`src/rtl/ascii_command_line_decoder_top_macros.svh`:
```
// Assertion helpers for the file that checks its own logic.
`ifndef ASCII_COMMAND_LINE_DECODER_TOP_MACROS_SVH
`define ASCII_COMMAND_LINE_DECODER_TOP_MACROS_SVH

// Same-cycle implication, switched off while reset is held.
`define LCD_ASSERT_NOW(label, clk, rst_n, ante, cons, msg) \
    label: assert property (@(posedge clk) disable iff (!rst_n) (ante) |-> (cons)) \
        else $error(msg);

// Next-cycle implication, switched off while reset is held.
`define LCD_ASSERT_NEXT(label, clk, rst_n, ante, cons, msg) \
    label: assert property (@(posedge clk) disable iff (!rst_n) (ante) |=> (cons)) \
        else $error(msg);

`endif

```
`src/rtl/lcd_pkg.sv`:
```
`timescale 1ns / 1ps

package lcd_pkg;

    // Default sizes of the line store and of the key table.
    localparam int LINE_CAPACITY_DEF = 32;
    localparam int MAX_ENTRIES_DEF   = 16;

    // Fixed field widths.
    localparam int CHAR_W     = 8;
    localparam int ID_W       = 8;
    localparam int VALUE_W    = 63;
    localparam int CFG_IDX_W  = 3;
    localparam int CFG_DATA_W = 64;
    localparam int COUNT_W    = 5;
    localparam int ENTRY_W    = 16;
    localparam int ENTRY_IW   = 4;
    localparam int TABLE_WORDS = 4;

    localparam logic [VALUE_W-1:0] VALUE_MAX = '1;

    // Characters with a meaning of their own.
    localparam logic [CHAR_W-1:0] CH_LF    = 8'd10;
    localparam logic [CHAR_W-1:0] CH_CR    = 8'd13;
    localparam logic [CHAR_W-1:0] CH_SPACE = 8'd32;
    localparam logic [CHAR_W-1:0] CH_TAB   = 8'd9;
    localparam logic [CHAR_W-1:0] CH_VT    = 8'd11;
    localparam logic [CHAR_W-1:0] CH_FF    = 8'd12;
    localparam logic [CHAR_W-1:0] CH_PLUS  = 8'd43;
    localparam logic [CHAR_W-1:0] CH_MINUS = 8'd45;
    localparam logic [CHAR_W-1:0] CH_ZERO  = 8'd48;
    localparam logic [CHAR_W-1:0] CH_NINE  = 8'd57;

    // Configuration register indexes.
    localparam logic [CFG_IDX_W-1:0] REG_ITEM_COUNT = 3'd0;
    localparam logic [CFG_IDX_W-1:0] REG_TABLE_0    = 3'd1;
    localparam logic [CFG_IDX_W-1:0] REG_TABLE_1    = 3'd2;
    localparam logic [CFG_IDX_W-1:0] REG_TABLE_2    = 3'd3;
    localparam logic [CFG_IDX_W-1:0] REG_TABLE_3    = 3'd4;

    typedef struct packed {
        logic              clear;
        logic              feed;
        logic [CHAR_W-1:0] ch;
    } t_parse_ctl;

    typedef struct packed {
        logic               ok;
        logic [VALUE_W-1:0] value;
    } t_parse_stat;

    typedef struct packed {
        logic            done;
        logic            hit;
        logic [ID_W-1:0] id;
    } t_match_stat;

endpackage

```
`src/rtl/ascii_command_line_decoder_top.sv`:
```
// Channel   Direction  Handshake                     Payload
// input     in         i_in_valid / o_in_ready       i_rx_byte, i_chunk_end
// result    out        o_out_valid / i_out_ready     o_action_id, o_action_value
// config    in         i_cfg_we (no wait)            i_cfg_idx, i_cfg_data
//
// An ordinary byte or a carriage return is taken while idle and leaves the block idle.
// A line feed closing a good line reads the n stored characters back through the
// single read port of the line memory, then the key matcher compares one table
// entry per cycle, at most MAX_ENTRIES; the input is not ready until it is done.
// Reset is synchronous and active low; no clearing pass follows it.
// A waiting result does not block the input; only a second result waits for it.
`timescale 1ns / 1ps
`include "ascii_command_line_decoder_top_macros.svh"

module ascii_command_line_decoder_top
    import lcd_pkg::*;
#(
    parameter int LINE_CAPACITY = LINE_CAPACITY_DEF,
    parameter int MAX_ENTRIES   = MAX_ENTRIES_DEF
) (
    input  logic                  i_clk,
    input  logic                  i_rst_n,
    input  logic                  i_in_valid,
    output logic                  o_in_ready,
    input  logic [CHAR_W-1:0]     i_rx_byte,
    input  logic                  i_chunk_end,
    output logic                  o_out_valid,
    input  logic                  i_out_ready,
    output logic [ID_W-1:0]       o_action_id,
    output logic [VALUE_W-1:0]    o_action_value,
    input  logic                  i_cfg_we,
    input  logic [CFG_IDX_W-1:0]  i_cfg_idx,
    input  logic [CFG_DATA_W-1:0] i_cfg_data
);

    localparam int AW = $clog2(LINE_CAPACITY);
    localparam logic [AW-1:0] FILL_MAX = AW'(LINE_CAPACITY - 1);

    // Sequencer states.
    localparam logic [2:0] S_IDLE  = 3'd0;
    localparam logic [2:0] S_SCAN  = 3'd1;
    localparam logic [2:0] S_CHECK = 3'd2;
    localparam logic [2:0] S_MATCH = 3'd3;
    localparam logic [2:0] S_EMIT  = 3'd4;

    logic [2:0]         r_state, n_state;
    logic [AW-1:0]      r_fill, n_fill;
    logic               r_bad, n_bad;
    logic [AW-1:0]      r_ptr;
    logic               r_rvld;
    logic [AW-1:0]      r_rtag;
    logic [CHAR_W-1:0]  r_key;

    logic               r_out_vld;
    logic [ID_W-1:0]    r_out_id;
    logic [VALUE_W-1:0] r_out_value;

    logic               in_acc;
    logic               is_lf, is_cr;
    logic               line_good;
    logic               mem_we;
    logic               mem_re;
    logic [CHAR_W-1:0]  mem_rdata;
    logic               scan_last;
    logic               num_ok;
    logic               match_start;
    logic               out_load;
    logic               out_free;

    t_parse_ctl         parse_ctl;
    t_parse_stat        parse_stat;
    t_match_stat        match_stat;

    // The chunk marker carries no meaning for decoding and is not used.

    assign o_in_ready = (r_state == S_IDLE);
    assign in_acc     = i_in_valid && o_in_ready;
    assign is_lf      = (i_rx_byte == CH_LF);
    assign is_cr      = (i_rx_byte == CH_CR);
    assign line_good  = !r_bad && (r_fill != '0);

    // Bytes are stored only while idle and read only while scanning, so the
    // memory never sees a read and a write of the same entry together.
    assign mem_we = in_acc && !is_lf && !is_cr && !r_bad && (r_fill < FILL_MAX);
    assign mem_re = (r_state == S_SCAN) && (r_ptr < r_fill);

    // The first stored character is the key; the rest go to the number parser.
    assign scan_last = r_rvld && (r_rtag == r_fill - AW'(1));

    assign parse_ctl.clear = in_acc && is_lf;
    assign parse_ctl.feed  = r_rvld && (r_rtag != '0);
    assign parse_ctl.ch    = mem_rdata;

    // A line holding only the key carries the value zero.
    assign num_ok      = (r_fill == AW'(1)) || parse_stat.ok;
    assign match_start = (r_state == S_CHECK) && num_ok;

    assign out_free = !r_out_vld || i_out_ready;
    assign out_load = (r_state == S_EMIT) && match_stat.hit && out_free;

    always_comb begin
        n_state = r_state;
        n_fill  = r_fill;
        n_bad   = r_bad;
        unique case (r_state)
            S_IDLE: begin
                if (in_acc && !is_cr) begin
                    if (is_lf) begin
                        if (line_good) begin
                            n_state = S_SCAN;
                        end else begin
                            n_fill = '0;
                            n_bad  = 1'b0;
                        end
                    end else if (mem_we) begin
                        n_fill = r_fill + AW'(1);
                    end else begin
                        n_bad = 1'b1;
                    end
                end
            end
            S_SCAN: begin
                if (scan_last) begin
                    n_state = S_CHECK;
                end
            end
            S_CHECK: begin
                n_fill  = '0;
                n_state = num_ok ? S_MATCH : S_IDLE;
            end
            S_MATCH: begin
                if (match_stat.done) begin
                    n_state = S_EMIT;
                end
            end
            S_EMIT: begin
                if (!match_stat.hit || out_free) begin
                    n_state = S_IDLE;
                end
            end
            default: begin
                n_state = S_IDLE;
            end
        endcase
    end

    always_ff @(posedge i_clk) begin
        if (!i_rst_n) begin
            r_state   <= S_IDLE;
            r_fill    <= '0;
            r_bad     <= 1'b0;
            r_ptr     <= '0;
            r_rvld    <= 1'b0;
            r_out_vld <= 1'b0;
        end else begin
            r_state <= n_state;
            r_fill  <= n_fill;
            r_bad   <= n_bad;
            r_rvld  <= mem_re;
            if (parse_ctl.clear) begin
                r_ptr <= '0;
            end else if (mem_re) begin
                r_ptr <= r_ptr + AW'(1);
            end
            if (out_load) begin
                r_out_vld <= 1'b1;
            end else if (i_out_ready) begin
                r_out_vld <= 1'b0;
            end
        end
    end

    always_ff @(posedge i_clk) begin
        if (mem_re) begin
            r_rtag <= r_ptr;
        end
        if (r_rvld && (r_rtag == '0)) begin
            r_key <= mem_rdata;
        end
        if (out_load) begin
            r_out_id    <= match_stat.id;
            r_out_value <= parse_stat.value;
        end
    end

    lcd_line_mem #(
        .LINE_CAPACITY (LINE_CAPACITY),
        .AW            (AW)
    ) u_line_mem (
        .i_clk   (i_clk),
        .i_we    (mem_we),
        .i_waddr (r_fill),
        .i_wdata (i_rx_byte),
        .i_re    (mem_re),
        .i_raddr (r_ptr),
        .o_rdata (mem_rdata)
    );

    lcd_num_parse u_num_parse (
        .i_clk   (i_clk),
        .i_rst_n (i_rst_n),
        .i_ctl   (parse_ctl),
        .o_stat  (parse_stat)
    );

    lcd_key_match #(
        .MAX_ENTRIES (MAX_ENTRIES)
    ) u_key_match (
        .i_clk      (i_clk),
        .i_rst_n    (i_rst_n),
        .i_cfg_we   (i_cfg_we),
        .i_cfg_idx  (i_cfg_idx),
        .i_cfg_data (i_cfg_data),
        .i_start    (match_start),
        .i_key      (r_key),
        .o_stat     (match_stat)
    );

    assign o_out_valid    = r_out_vld;
    assign o_action_id    = r_out_id;
    assign o_action_value = r_out_value;

    // The stored line never grows past its capacity less one.
    `LCD_ASSERT_NOW(a_fill_bound, i_clk, i_rst_n, 1'b1, r_fill <= FILL_MAX, "line overfilled")
    // A line feed closing a good line always starts a scan of the memory.
    `LCD_ASSERT_NEXT(a_lf_scan, i_clk, i_rst_n, in_acc && is_lf && line_good, r_state == S_SCAN, "no scan after line feed")
    // Memory read data only ever arrives during a scan.
    `LCD_ASSERT_NOW(a_read_in_scan, i_clk, i_rst_n, r_rvld, r_state == S_SCAN, "stray memory read")
    // A new result only appears after the emit step with a table hit.
    `LCD_ASSERT_NOW(a_out_source, i_clk, i_rst_n, $rose(o_out_valid), $past(r_state) == S_EMIT, "result without a match")

endmodule

```
`src/rtl/lcd_line_mem.sv`:
```
`timescale 1ns / 1ps

module lcd_line_mem
    import lcd_pkg::*;
#(
    parameter int LINE_CAPACITY = LINE_CAPACITY_DEF,
    parameter int AW            = $clog2(LINE_CAPACITY)
) (
    input  logic              i_clk,
    input  logic              i_we,
    input  logic [AW-1:0]     i_waddr,
    input  logic [CHAR_W-1:0] i_wdata,
    input  logic              i_re,
    input  logic [AW-1:0]     i_raddr,
    output logic [CHAR_W-1:0] o_rdata
);

    logic [CHAR_W-1:0] r_mem [LINE_CAPACITY];
    logic [CHAR_W-1:0] r_rdata;

    always_ff @(posedge i_clk) begin
        if (i_we) begin
            r_mem[i_waddr] <= i_wdata;
        end
    end

    always_ff @(posedge i_clk) begin
        if (i_re) begin
            r_rdata <= r_mem[i_raddr];
        end
    end

    assign o_rdata = r_rdata;

endmodule

```
`src/rtl/lcd_num_parse.sv`:
```
`timescale 1ns / 1ps

module lcd_num_parse
    import lcd_pkg::*;
(
    input  logic        i_clk,
    input  logic        i_rst_n,
    input  t_parse_ctl  i_ctl,
    output t_parse_stat o_stat
);

    // Parser phases.
    localparam logic [1:0] PH_LEAD   = 2'd0;
    localparam logic [1:0] PH_SIGN   = 2'd1;
    localparam logic [1:0] PH_DIGIT  = 2'd2;
    localparam logic [1:0] PH_REJECT = 2'd3;

    localparam int ACC_W = VALUE_W + 4;

    logic [1:0]         r_phase, n_phase;
    logic               r_neg, n_neg;
    logic [VALUE_W-1:0] r_acc, n_acc;

    logic               is_blank, is_sign, is_digit;
    logic [ACC_W-1:0]   wide;
    logic [VALUE_W-1:0] step_val;

    assign is_blank = (i_ctl.ch == CH_SPACE) || (i_ctl.ch == CH_TAB) ||
                      (i_ctl.ch == CH_VT) || (i_ctl.ch == CH_FF);
    assign is_sign  = (i_ctl.ch == CH_PLUS) || (i_ctl.ch == CH_MINUS);
    assign is_digit = (i_ctl.ch >= CH_ZERO) && (i_ctl.ch <= CH_NINE);

    // acc*10 + digit; the value saturates once it passes the largest result.
    assign wide = ACC_W'({r_acc, 3'b000}) + ACC_W'({r_acc, 1'b0}) + ACC_W'(i_ctl.ch[3:0]);
    assign step_val = (|wide[ACC_W-1:VALUE_W]) ? VALUE_MAX : wide[VALUE_W-1:0];

    always_comb begin
        n_phase = r_phase;
        n_neg   = r_neg;
        n_acc   = r_acc;
        if (i_ctl.clear) begin
            n_phase = PH_LEAD;
            n_neg   = 1'b0;
            n_acc   = '0;
        end else if (i_ctl.feed) begin
            unique case (r_phase)
                PH_LEAD: begin
                    if (is_blank) begin
                        n_phase = PH_LEAD;
                    end else if (is_sign) begin
                        n_neg   = (i_ctl.ch == CH_MINUS);
                        n_phase = PH_SIGN;
                    end else if (is_digit) begin
                        n_acc   = step_val;
                        n_phase = PH_DIGIT;
                    end else begin
                        n_phase = PH_REJECT;
                    end
                end
                PH_SIGN, PH_DIGIT: begin
                    if (is_digit) begin
                        n_acc   = step_val;
                        n_phase = PH_DIGIT;
                    end else begin
                        n_phase = PH_REJECT;
                    end
                end
                PH_REJECT: begin
                    n_phase = PH_REJECT;
                end
                default: begin
                    n_phase = PH_REJECT;
                end
            endcase
        end
    end

    always_ff @(posedge i_clk) begin
        if (!i_rst_n) begin
            r_phase <= PH_LEAD;
            r_neg   <= 1'b0;
        end else begin
            r_phase <= n_phase;
            r_neg   <= n_neg;
        end
    end

    always_ff @(posedge i_clk) begin
        r_acc <= n_acc;
    end

    // Only minus zero survives a minus sign.
    assign o_stat.ok    = (r_phase == PH_DIGIT) && !(r_neg && (r_acc != '0));
    assign o_stat.value = r_acc;

endmodule

```
`src/rtl/lcd_key_match.sv`:
```
`timescale 1ns / 1ps

module lcd_key_match
    import lcd_pkg::*;
#(
    parameter int MAX_ENTRIES = MAX_ENTRIES_DEF,
    parameter int KW          = $clog2(MAX_ENTRIES + 1)
) (
    input  logic                  i_clk,
    input  logic                  i_rst_n,
    input  logic                  i_cfg_we,
    input  logic [CFG_IDX_W-1:0]  i_cfg_idx,
    input  logic [CFG_DATA_W-1:0] i_cfg_data,
    input  logic                  i_start,
    input  logic [CHAR_W-1:0]     i_key,
    output t_match_stat           o_stat
);

    logic [COUNT_W-1:0]    r_item_count;
    logic [CFG_DATA_W-1:0] r_word [TABLE_WORDS];

    logic                  r_busy;
    logic [KW-1:0]         r_k;
    logic [CHAR_W-1:0]     r_key;
    logic                  r_done;
    logic                  r_hit;
    logic [ID_W-1:0]       r_id;

    logic [COUNT_W-1:0]    lim_full;
    logic [KW-1:0]         limit;
    logic [ENTRY_IW-1:0]   idx;
    logic [ENTRY_W-1:0]    entry;
    logic                  key_eq;

    // Counts beyond the table size search the whole table.
    assign lim_full = (r_item_count > COUNT_W'(MAX_ENTRIES)) ? COUNT_W'(MAX_ENTRIES)
                                                             : r_item_count;
    assign limit    = KW'(lim_full);

    assign idx    = ENTRY_IW'(r_k);
    assign entry  = r_word[idx[3:2]][idx[1:0]*ENTRY_W +: ENTRY_W];
    assign key_eq = (entry[CHAR_W-1:0] == r_key);

    always_ff @(posedge i_clk) begin
        if (!i_rst_n) begin
            r_item_count <= '0;
            for (int w = 0; w < TABLE_WORDS; w++) begin
                r_word[w] <= '0;
            end
        end else if (i_cfg_we) begin
            unique case (i_cfg_idx)
                REG_ITEM_COUNT: r_item_count <= i_cfg_data[COUNT_W-1:0];
                REG_TABLE_0:    r_word[0]    <= i_cfg_data;
                REG_TABLE_1:    r_word[1]    <= i_cfg_data;
                REG_TABLE_2:    r_word[2]    <= i_cfg_data;
                REG_TABLE_3:    r_word[3]    <= i_cfg_data;
                default: begin
                end
            endcase
        end
    end

    // One table entry is compared per cycle, in table order.
    always_ff @(posedge i_clk) begin
        if (!i_rst_n) begin
            r_busy <= 1'b0;
            r_done <= 1'b0;
            r_hit  <= 1'b0;
        end else begin
            r_done <= 1'b0;
            if (i_start) begin
                r_busy <= 1'b1;
            end else if (r_busy) begin
                if (limit == '0) begin
                    r_busy <= 1'b0;
                    r_done <= 1'b1;
                    r_hit  <= 1'b0;
                end else if (key_eq) begin
                    r_busy <= 1'b0;
                    r_done <= 1'b1;
                    r_hit  <= 1'b1;
                end else if (r_k + KW'(1) == limit) begin
                    r_busy <= 1'b0;
                    r_done <= 1'b1;
                    r_hit  <= 1'b0;
                end
            end
        end
    end

    always_ff @(posedge i_clk) begin
        if (i_start) begin
            r_k   <= '0;
            r_key <= i_key;
        end else if (r_busy) begin
            r_k <= r_k + KW'(1);
            if (key_eq) begin
                r_id <= entry[ENTRY_W-1:CHAR_W];
            end
        end
    end

    assign o_stat.done = r_done;
    assign o_stat.hit  = r_hit;
    assign o_stat.id   = r_id;

endmodule

```
`config.mk`:
```
export PLATFORM = sky130hd
export DESIGN_NAME = ascii_command_line_decoder_top
export DESIGN_NICKNAME = d
export VERILOG_FILES = /design/src/rtl/lcd_pkg.sv /design/src/rtl/ascii_command_line_decoder_top.sv /design/src/rtl/lcd_line_mem.sv /design/src/rtl/lcd_num_parse.sv /design/src/rtl/lcd_key_match.sv
export VERILOG_INCLUDE_DIRS = /design/src /design/src/rtl
export SDC_FILE = /design/constraint.sdc
export NUM_CORES = 1
export LEC_CHECK = 0
export BUFFER_PORTS_ARGS = -buffer_cell sky130_fd_sc_hd__buf_2
export CAP_MARGIN = 20
export CORE_ASPECT_RATIO = 0.6
export CORE_MARGIN = 2
export CORE_UTILIZATION = 60
export CTS_BUF_LIST = sky130_fd_sc_hd__clkbuf_2 sky130_fd_sc_hd__clkbuf_4 sky130_fd_sc_hd__clkbuf_8
export DETAILED_ROUTE_END_ITERATION = 16
export HOLD_SLACK_MARGIN = 0.08
export PLACE_DENSITY = 0.8
export SLEW_MARGIN = 10
export SYNTH_ARGS = -nofsm -noshare
export SYNTH_HDL_FRONTEND = slang
export SYNTH_SLANG_ARGS = --single-unit
```
`constraint.sdc`:
```
create_clock -name i_clk -period 9.3 [get_ports i_clk]
set_input_delay 0.93 -clock i_clk [delete_from_list [all_inputs] [get_ports i_clk]]
set_output_delay 0.93 -clock i_clk [all_outputs]
set_load 0.02 [all_outputs]
```
==> results.sh, run 1 <==
export IMPL_hp_start="u_key_match.r_id[3]$_DFFE_PP_"
export IMPL_antenna_found_initial=7
export IMPL_io_buffers=152
export IMPL_yosysSeqAreaShare_pct=61.31
export IMPL_total_power_mw=6.439
export IMPL_hold_violations=0
export IMPL_cp_arrival_ns=6.07
export IMPL_worst_slew_pin_transition_ns=1.181
export IMPL_drtIter0Drc=2712
export IMPL_synth_top_area_share_pct=55.52
export IMPL_syn_area_mm2=0.03353
export IMPL_start_util_pct=60.42
export IMPL_final_cell_mix="edfxtp_1, and2_1, mux4_2, buf_2, ha_1"
export IMPL_root_buffer="clkbuf_8"
export IMPL_cpMaxStageDelayCell="o41ai_1"
export IMPL_whs_endpoint="o_action_id[3]$_DFFE_PP_"
export IMPL_fin_nets=2680
export IMPL_crit_required_ns=9.87
export IMPL_skew_ns=0.03956
export IMPL_synth_edff_count=620
export IMPL_vdd_ir_drop_worst_uv=152.6
export IMPL_setup_viol=0
export IMPL_grt_start_max_net_pins=70
export IMPL_num_vias=20560
export IMPL_relSlewSlack_pct=20.25
export IMPL_place_congestion=0.9270
export IMPL_synth_cell_types=69
export IMPL_fmax_ghz=0.1816
export IMPL_clkTransAtPathRegs_ns=0.07
export IMPL_syn_avg_cell_area_um2=14.59
export IMPL_synth_top_family_by_area="multiplexers"
export IMPL_grt_usage_pct=27.45
export IMPL_routed_wl_um=78390
export IMPL_synth_xor_area_share_pct=2.168
export IMPL_hold_buffers=0
export IMPL_grt_overflow=0
export IMPL_maxCapViolCount=0
export IMPL_place_area_mm2=0.03500
export IMPL_grt_pass1_vias=20100
export IMPL_hpwl_um=51980
export IMPL_via_per_inst=6.224
export IMPL_dp_cells=3113
export IMPL_synth_simple_area_share_pct=10.16
export IMPL_crit_path_end_kind="flop"
export IMPL_core_area_mm2=0.05550
export IMPL_h_tree_depth=3
export IMPL_worstPathBufferInverterCount=0
export IMPL_post_cts_buffers=0
export IMPL_worstSkewPairLatency_ns=0.72
export IMPL_cts_buffer_depth=3
export IMPL_crit_type="reg -> reg"
export IMPL_cpPeakStageDelay_ns=1.00
export IMPL_grt_pass1_wl_um=119600
export IMPL_slew_violations=0
export IMPL_ios=154
export IMPL_r2r_cells=12
export IMPL_synth_nets=2523
export IMPL_async_flop_share_pct=0
export IMPL_drive_above_1_share_pct=23.67
export IMPL_die_w_um=309.2
export IMPL_yosys_warnings=0
export IMPL_synth_area_top_cells="edfxtp_1, mux4_2, dfxtp_1"
export IMPL_ff2ff_setup_slack_ns=3.79
export IMPL_min_period_ns=5.508
export IMPL_synth_compound_area_share_pct=7.884
export IMPL_syn_to_final_growth_pct=10.75
export IMPL_synth_flop_cell="edfxtp_1"
export IMPL_run_status="completed"
export IMPL_min_period_over_period_pct=59.22
export IMPL_rows=67
export IMPL_synth_adder_area_share_pct=5.381
export IMPL_yosysTopAreaCell="edfxtp_1"
export IMPL_postSynthCellCount=2299
export IMPL_drtAntennaViolNets=0
export IMPL_die_h_um=187.1
export IMPL_rsz0062_at_grt="no"
export IMPL_muxShareOfSynthArea_pct=11.29
export IMPL_tns_ns=0
export IMPL_crit_family="compound AO/OA/AOI/OAI gates"
export IMPL_hp_class="reg -> reg"
export IMPL_crit_path_start_kind="flop"
export IMPL_drc=0
export IMPL_worstPathMaxFanout=63
export IMPL_r2r_end="u_num_parse.r_acc[0]$_SDFFE_PP0P_"
export IMPL_cts_sinks=717
export IMPL_yosys_register_bits=717
export IMPL_post_cts_resized=0
export IMPL_finalInstanceArea_mm2=0.03714
export IMPL_power_leakage_nw=12.91
export IMPL_cts_tree="yes"
export IMPL_r2r_start="u_line_mem.o_rdata[3]$_DFFE_PP_"
export IMPL_worstHoldPathCells=0
export IMPL_dr_pass1_iters=8
export IMPL_path_cells="fa_1 > ha_1 > a211oi_1 > o21ai_0 > nand2_1 > o31ai_1 > a31oi_1 > o41ai_1 > a221oi_1 > xor2_1 > o2111a_4 > a21oi_1"
export IMPL_die_area_mm2=0.05786
export IMPL_stdcell_count=3304
export IMPL_cts_buffers=100
export IMPL_power_density_mw_per_mm2=173.4
export IMPL_final_common_cell="edfxtp_1"
export IMPL_wl_per_cell_um=23.73
[cells in the mapped netlist, drive strengths merged, types with 25 or more instances]
| cell type | count |
|---|---|
| and2 | 268 |
| nand3 | 28 |
| nand2 | 87 |
| a21oi | 159 |
| ha | 141 |
| o21ai | 123 |
| mux4 | 160 |
| nor2 | 113 |
| xnor2 | 51 |
| edfxtp | 620 |
| clkbuf | 93 |
| inv | 27 |
| dfxtp | 97 |
| xor2 | 32 |
| nand4 | 33 |
| buf | 25 |
[worst reg2reg max path, stage by stage (launching register included)]
cell	delay [ns]
edfxtp_1	0.50
fa_1	0.57
ha_1	0.33
a211oi_1	0.09
o21ai_0	0.23
nand2_1	0.14
o31ai_1	0.53
a31oi_1	0.28
o41ai_1	1.00
a221oi_1	0.23
xor2_1	0.26
o2111a_4	0.97
a21oi_1	0.20
[power breakdown]
group / leakage (nW) / internal (mW) / switching (mW) / total, mW
Sequential: 6.43 / 3.57 / 0.0290 / 3.60
Combinational: 5.35 / 0.0979 / 0.157 / 0.255
Clock: 1.12 / 1.39 / 1.19 / 2.58
[final cells by class]
cell class | instances | area, µm²
flip-flops and latches | 717 | 20570
clock inverters | 33 | 305.3
inverters | 27 | 101.3
well taps | 759 | 949.7
clock buffers | 152 | 1817
fillers | 3864 | 18360
multi-input cells | 1437 | 12460
repair buffers | 173 | 918.4
diodes | 6 | 15.01
[logic make-up (layout without fill, tap and decap cells)]
logic type,Yosys count,in the layout
buf+inv,145,385
fa+ha+maj,143,143
simple gates,628,628
mux,177,177
other cells,0,6
flops,717,717
compound gates,406,406
xor+xnor,83,83
[stage by stage]
stage | hold slack, ns | util, % | setup slack [ns]
2_1_floorplan | 0.4003 | - | 0.9283
3_3_place_gp | 0.4036 | 63.07 | 4.034
3_5_place_dp | 0.4082 | 63.07 | 3.900
4_1_cts | 0.4247 | 66.89 | 3.877
5_1_grt | 0.4295 | 66.90 | 3.613
6_report | 0.4206 | 66.92 | 3.792
[registers in the layout (all words and copies together), names as in the netlist, 63 cells and up, named ones only]
register	count
u_num_parse.r_acc	63
u_key_match.r_word	256
u_line_mem.r_mem	256
o_action_value	63
[worst max path at each step]
stage / from / to / cells past startpoint
global route: u_line_mem.o_rdata[3]$_DFFE_PP_ / u_num_parse.r_acc[0]$_SDFFE_PP0P_ / 12
detailed placement: u_line_mem.o_rdata[3]$_DFFE_PP_ / u_num_parse.r_acc[0]$_SDFFE_PP0P_ / 12
floorplan: i_out_ready / o_action_id[0]$_DFFE_PP_ / 2
CTS: u_line_mem.o_rdata[3]$_DFFE_PP_ / u_num_parse.r_acc[0]$_SDFFE_PP0P_ / 12
global placement: u_line_mem.o_rdata[3]$_DFFE_PP_ / u_num_parse.r_acc[1]$_SDFFE_PP0P_ / 12
finish: u_line_mem.o_rdata[3]$_DFFE_PP_ / u_num_parse.r_acc[0]$_SDFFE_PP0P_ / 12
[routing by layer]
layer / track usage [%] / vias up / share of wire (%) / routed length, µm
met5: 0 / - / 0.017 / 13
met1: 43.64 / 10160 / 44 / 34530
li1: - / 9190 / - / -
met3: 6.515 / 129 / 11 / 8943
met2: 38.19 / 1082 / 43 / 33440
met4: 7.076 / 2 / 1.9 / 1466
Note: power is estimated with default switching activity, not from simulation.
==> run 2: changes to the inputs <==
- CORE_UTILIZATION: 60 -> 58
- PLACE_DENSITY: 0.8 -> 0.81
- clock period: 9.3 -> 4.6 ns (I/O delays scaled with it)
==> run 2 against run 1 <==
  * Wire length grew 5.9%
  * Design area grew 2.1%
  * Utilization shrank 0.78 points
==> results.sh, run 2 (same netlist as run 1, synthesis figures left out) <==
export IMPL_run_status="completed"
export IMPL_min_period_over_period_pct=95.92
export IMPL_wl_per_cell_um=24.54
export IMPL_num_vias=21090
export IMPL_maxCapViolCount=0
export IMPL_cts_buffer_depth=3
export IMPL_skew_ns=0.03317
export IMPL_relSlewSlack_pct=29.26
export IMPL_die_h_um=190.3
export IMPL_power_density_mw_per_mm2=339.8
export IMPL_io_buffers=152
export IMPL_r2r_end="u_num_parse.r_acc[8]$_SDFFE_PP0P_"
export IMPL_worstSkewPairLatency_ns=0.73
export IMPL_grt_start_max_net_pins=65
export IMPL_place_congestion=0.9489
export IMPL_worst_slew_pin_transition_ns=1.061
export IMPL_fin_nets=2766
export IMPL_antennaDiodeCount=0
export IMPL_via_per_inst=6.233
export IMPL_fin_util_pct=66.14
export IMPL_crit_path_start_kind="flop"
export IMPL_core_area_mm2=0.05735
export IMPL_drc=0
export IMPL_drtAntennaViolNets=0
export IMPL_cp_arrival_ns=4.99
export IMPL_hpwl_um=54920
export IMPL_largestRegisters="u_key_match.r_word x256, u_line_mem.r_mem x256"
export IMPL_dr_pass1_iters=5
export IMPL_grt_pass1_vias=20650
export IMPL_routed_wl_um=83040
export IMPL_hp_start="i_rst_n"
export IMPL_worstPathMaxFanout=31
export IMPL_hold_violations=0
export IMPL_cts_buffers=101
export IMPL_drive_above_1_share_pct=23.41
export IMPL_final_cell_mix="edfxtp_1, and2_1, mux4_2, buf_2, ha_1"
export IMPL_start_util_pct=58.47
export IMPL_crit_path_end_kind="flop"
export IMPL_vdd_ir_drop_worst_uv=251.8
export IMPL_crit_required_ns=5.18
export IMPL_whs_endpoint="r_rvld$_SDFF_PN0_"
export IMPL_ff2ff_setup_slack_ns=0.19
export IMPL_hp_class="in -> reg"
export IMPL_clkTransAtPathRegs_ns=0.07
export IMPL_path_cells="fa_1 > fa_1 > a21o_1 > nand4_1 > a21oi_1 > or4_1 > a21oi_1 > o31ai_1 > a21oi_2 > o31a_1 > o2111a_4 > clkbuf_16 > a21oi_2"
export IMPL_preCtsSetupSlack_ns=0.1461
export IMPL_finalInstanceArea_mm2=0.03793
export IMPL_worst_slack_ns=0.1876
export IMPL_syn_to_final_growth_pct=13.10
export IMPL_root_buffer="clkbuf_8"
export IMPL_h_tree_depth=3
export IMPL_cpPeakStageDelay_ns=0.62
export IMPL_grt_usage_pct=27.82
export IMPL_power_leakage_nw=13.25
export IMPL_die_w_um=314.4
export IMPL_cts_sinks=717
export IMPL_grt_pass1_wl_um=124800
export IMPL_ios=154
export IMPL_cpMaxStageDelayCell="or4_1"
export IMPL_setup_viol=0
export IMPL_fmax_ghz=0.2266
export IMPL_die_area_mm2=0.05982
export IMPL_slew_violations=0
export IMPL_antenna_found_initial=2
export IMPL_r2r_cells=13
export IMPL_rows=68
export IMPL_dp_cells=3141
export IMPL_grt_overflow=0
export IMPL_min_period_ns=4.412
export IMPL_r2r_start="u_line_mem.o_rdata[3]$_DFFE_PP_"
export IMPL_drtIter0Drc=2182
export IMPL_crit_type="reg -> reg"
export IMPL_final_common_cell="edfxtp_1"
export IMPL_cts_tree="yes"
export IMPL_place_area_mm2=0.03522
export IMPL_worstHoldPathCells=2
export IMPL_stdcell_count=3384
run 2: area by class of cell:
class                   instances  area [µm²]
inverters                      27       101.3
well taps                     770       963.4
multi-input cells            1437       12470
repair buffers                258        1819
fillers                      3900       19420
flip-flops and latches        717       20570
clock buffers                 150        1833
clock inverters                25       170.2
run 2: worst max-delay path by stage:
stage                               startpoint                            endpoint  slack (ns)  cells past startpoint
2_1_floorplan  u_line_mem.o_rdata[3]$_DFFE_PP_   u_num_parse.r_acc[3]$_SDFFE_PP0P_        0.59                     14
6_report       u_line_mem.o_rdata[3]$_DFFE_PP_   u_num_parse.r_acc[8]$_SDFFE_PP0P_        0.19                     13
3_3_place_gp   u_line_mem.o_rdata[3]$_DFFE_PP_   u_num_parse.r_acc[1]$_SDFFE_PP0P_        0.23                     13
5_1_grt        u_line_mem.o_rdata[3]$_DFFE_PP_  u_num_parse.r_acc[62]$_SDFFE_PP0P_     -0.0002                     13
3_5_place_dp   u_line_mem.o_rdata[3]$_DFFE_PP_   u_num_parse.r_acc[2]$_SDFFE_PP0P_        0.15                     13
4_1_cts        u_line_mem.o_rdata[3]$_DFFE_PP_   u_num_parse.r_acc[2]$_SDFFE_PP0P_        0.13                     13
run 2: per-stage QoR:
step                      hold slack (ns)  total power [mW]    TNS (ns)
after floorplan                    0.4003             7.685           0
after global placement             0.4013             7.898           0
after detailed placement           0.4052             7.936           0
after CTS                          0.1291             12.92           0
after global routing               0.1699             13.24  -0.0002145
final                              0.1780             12.89           0
run 2: metal layers:
layer	vias up	part of all wire, %	track usage (%)
met5	-	0.022	0
met4	2	2.0	7.454
met3	121	12	9.243
met2	1081	43	39.59
met1	10550	43	41.26
li1	9339	-	-
run 2: worst max-delay path: cells and delay by family, from the launching register on:
| kind | cells | cell delay (ns) |
|---|---|---|
| AO/OA/AOI/OAI | 8 | 1.64 |
| AND/OR/NAND/NOR | 2 | 0.76 |
| adder cells (fa/ha/maj) | 2 | 1.07 |
| buffers and inverters | 1 | 0.30 |
| flip-flops | 1 | 0.49 |
run 2: where the power goes:
group | internal, mW | switching [mW] | total (mW)
clock network | 2.60 | 2.42 | 5.03
logic | 0.242 | 0.334 | 0.576
registers | 7.22 | 0.0651 | 7.29
run 2: repair_timing:
action | CTS | global route
hold endpoints to repair | 251 | 0
setup endpoints to repair | 0 | 63
hold buffers | 67 | 0
gates resized for setup | 0 | 1
setup buffers | 0 | 0
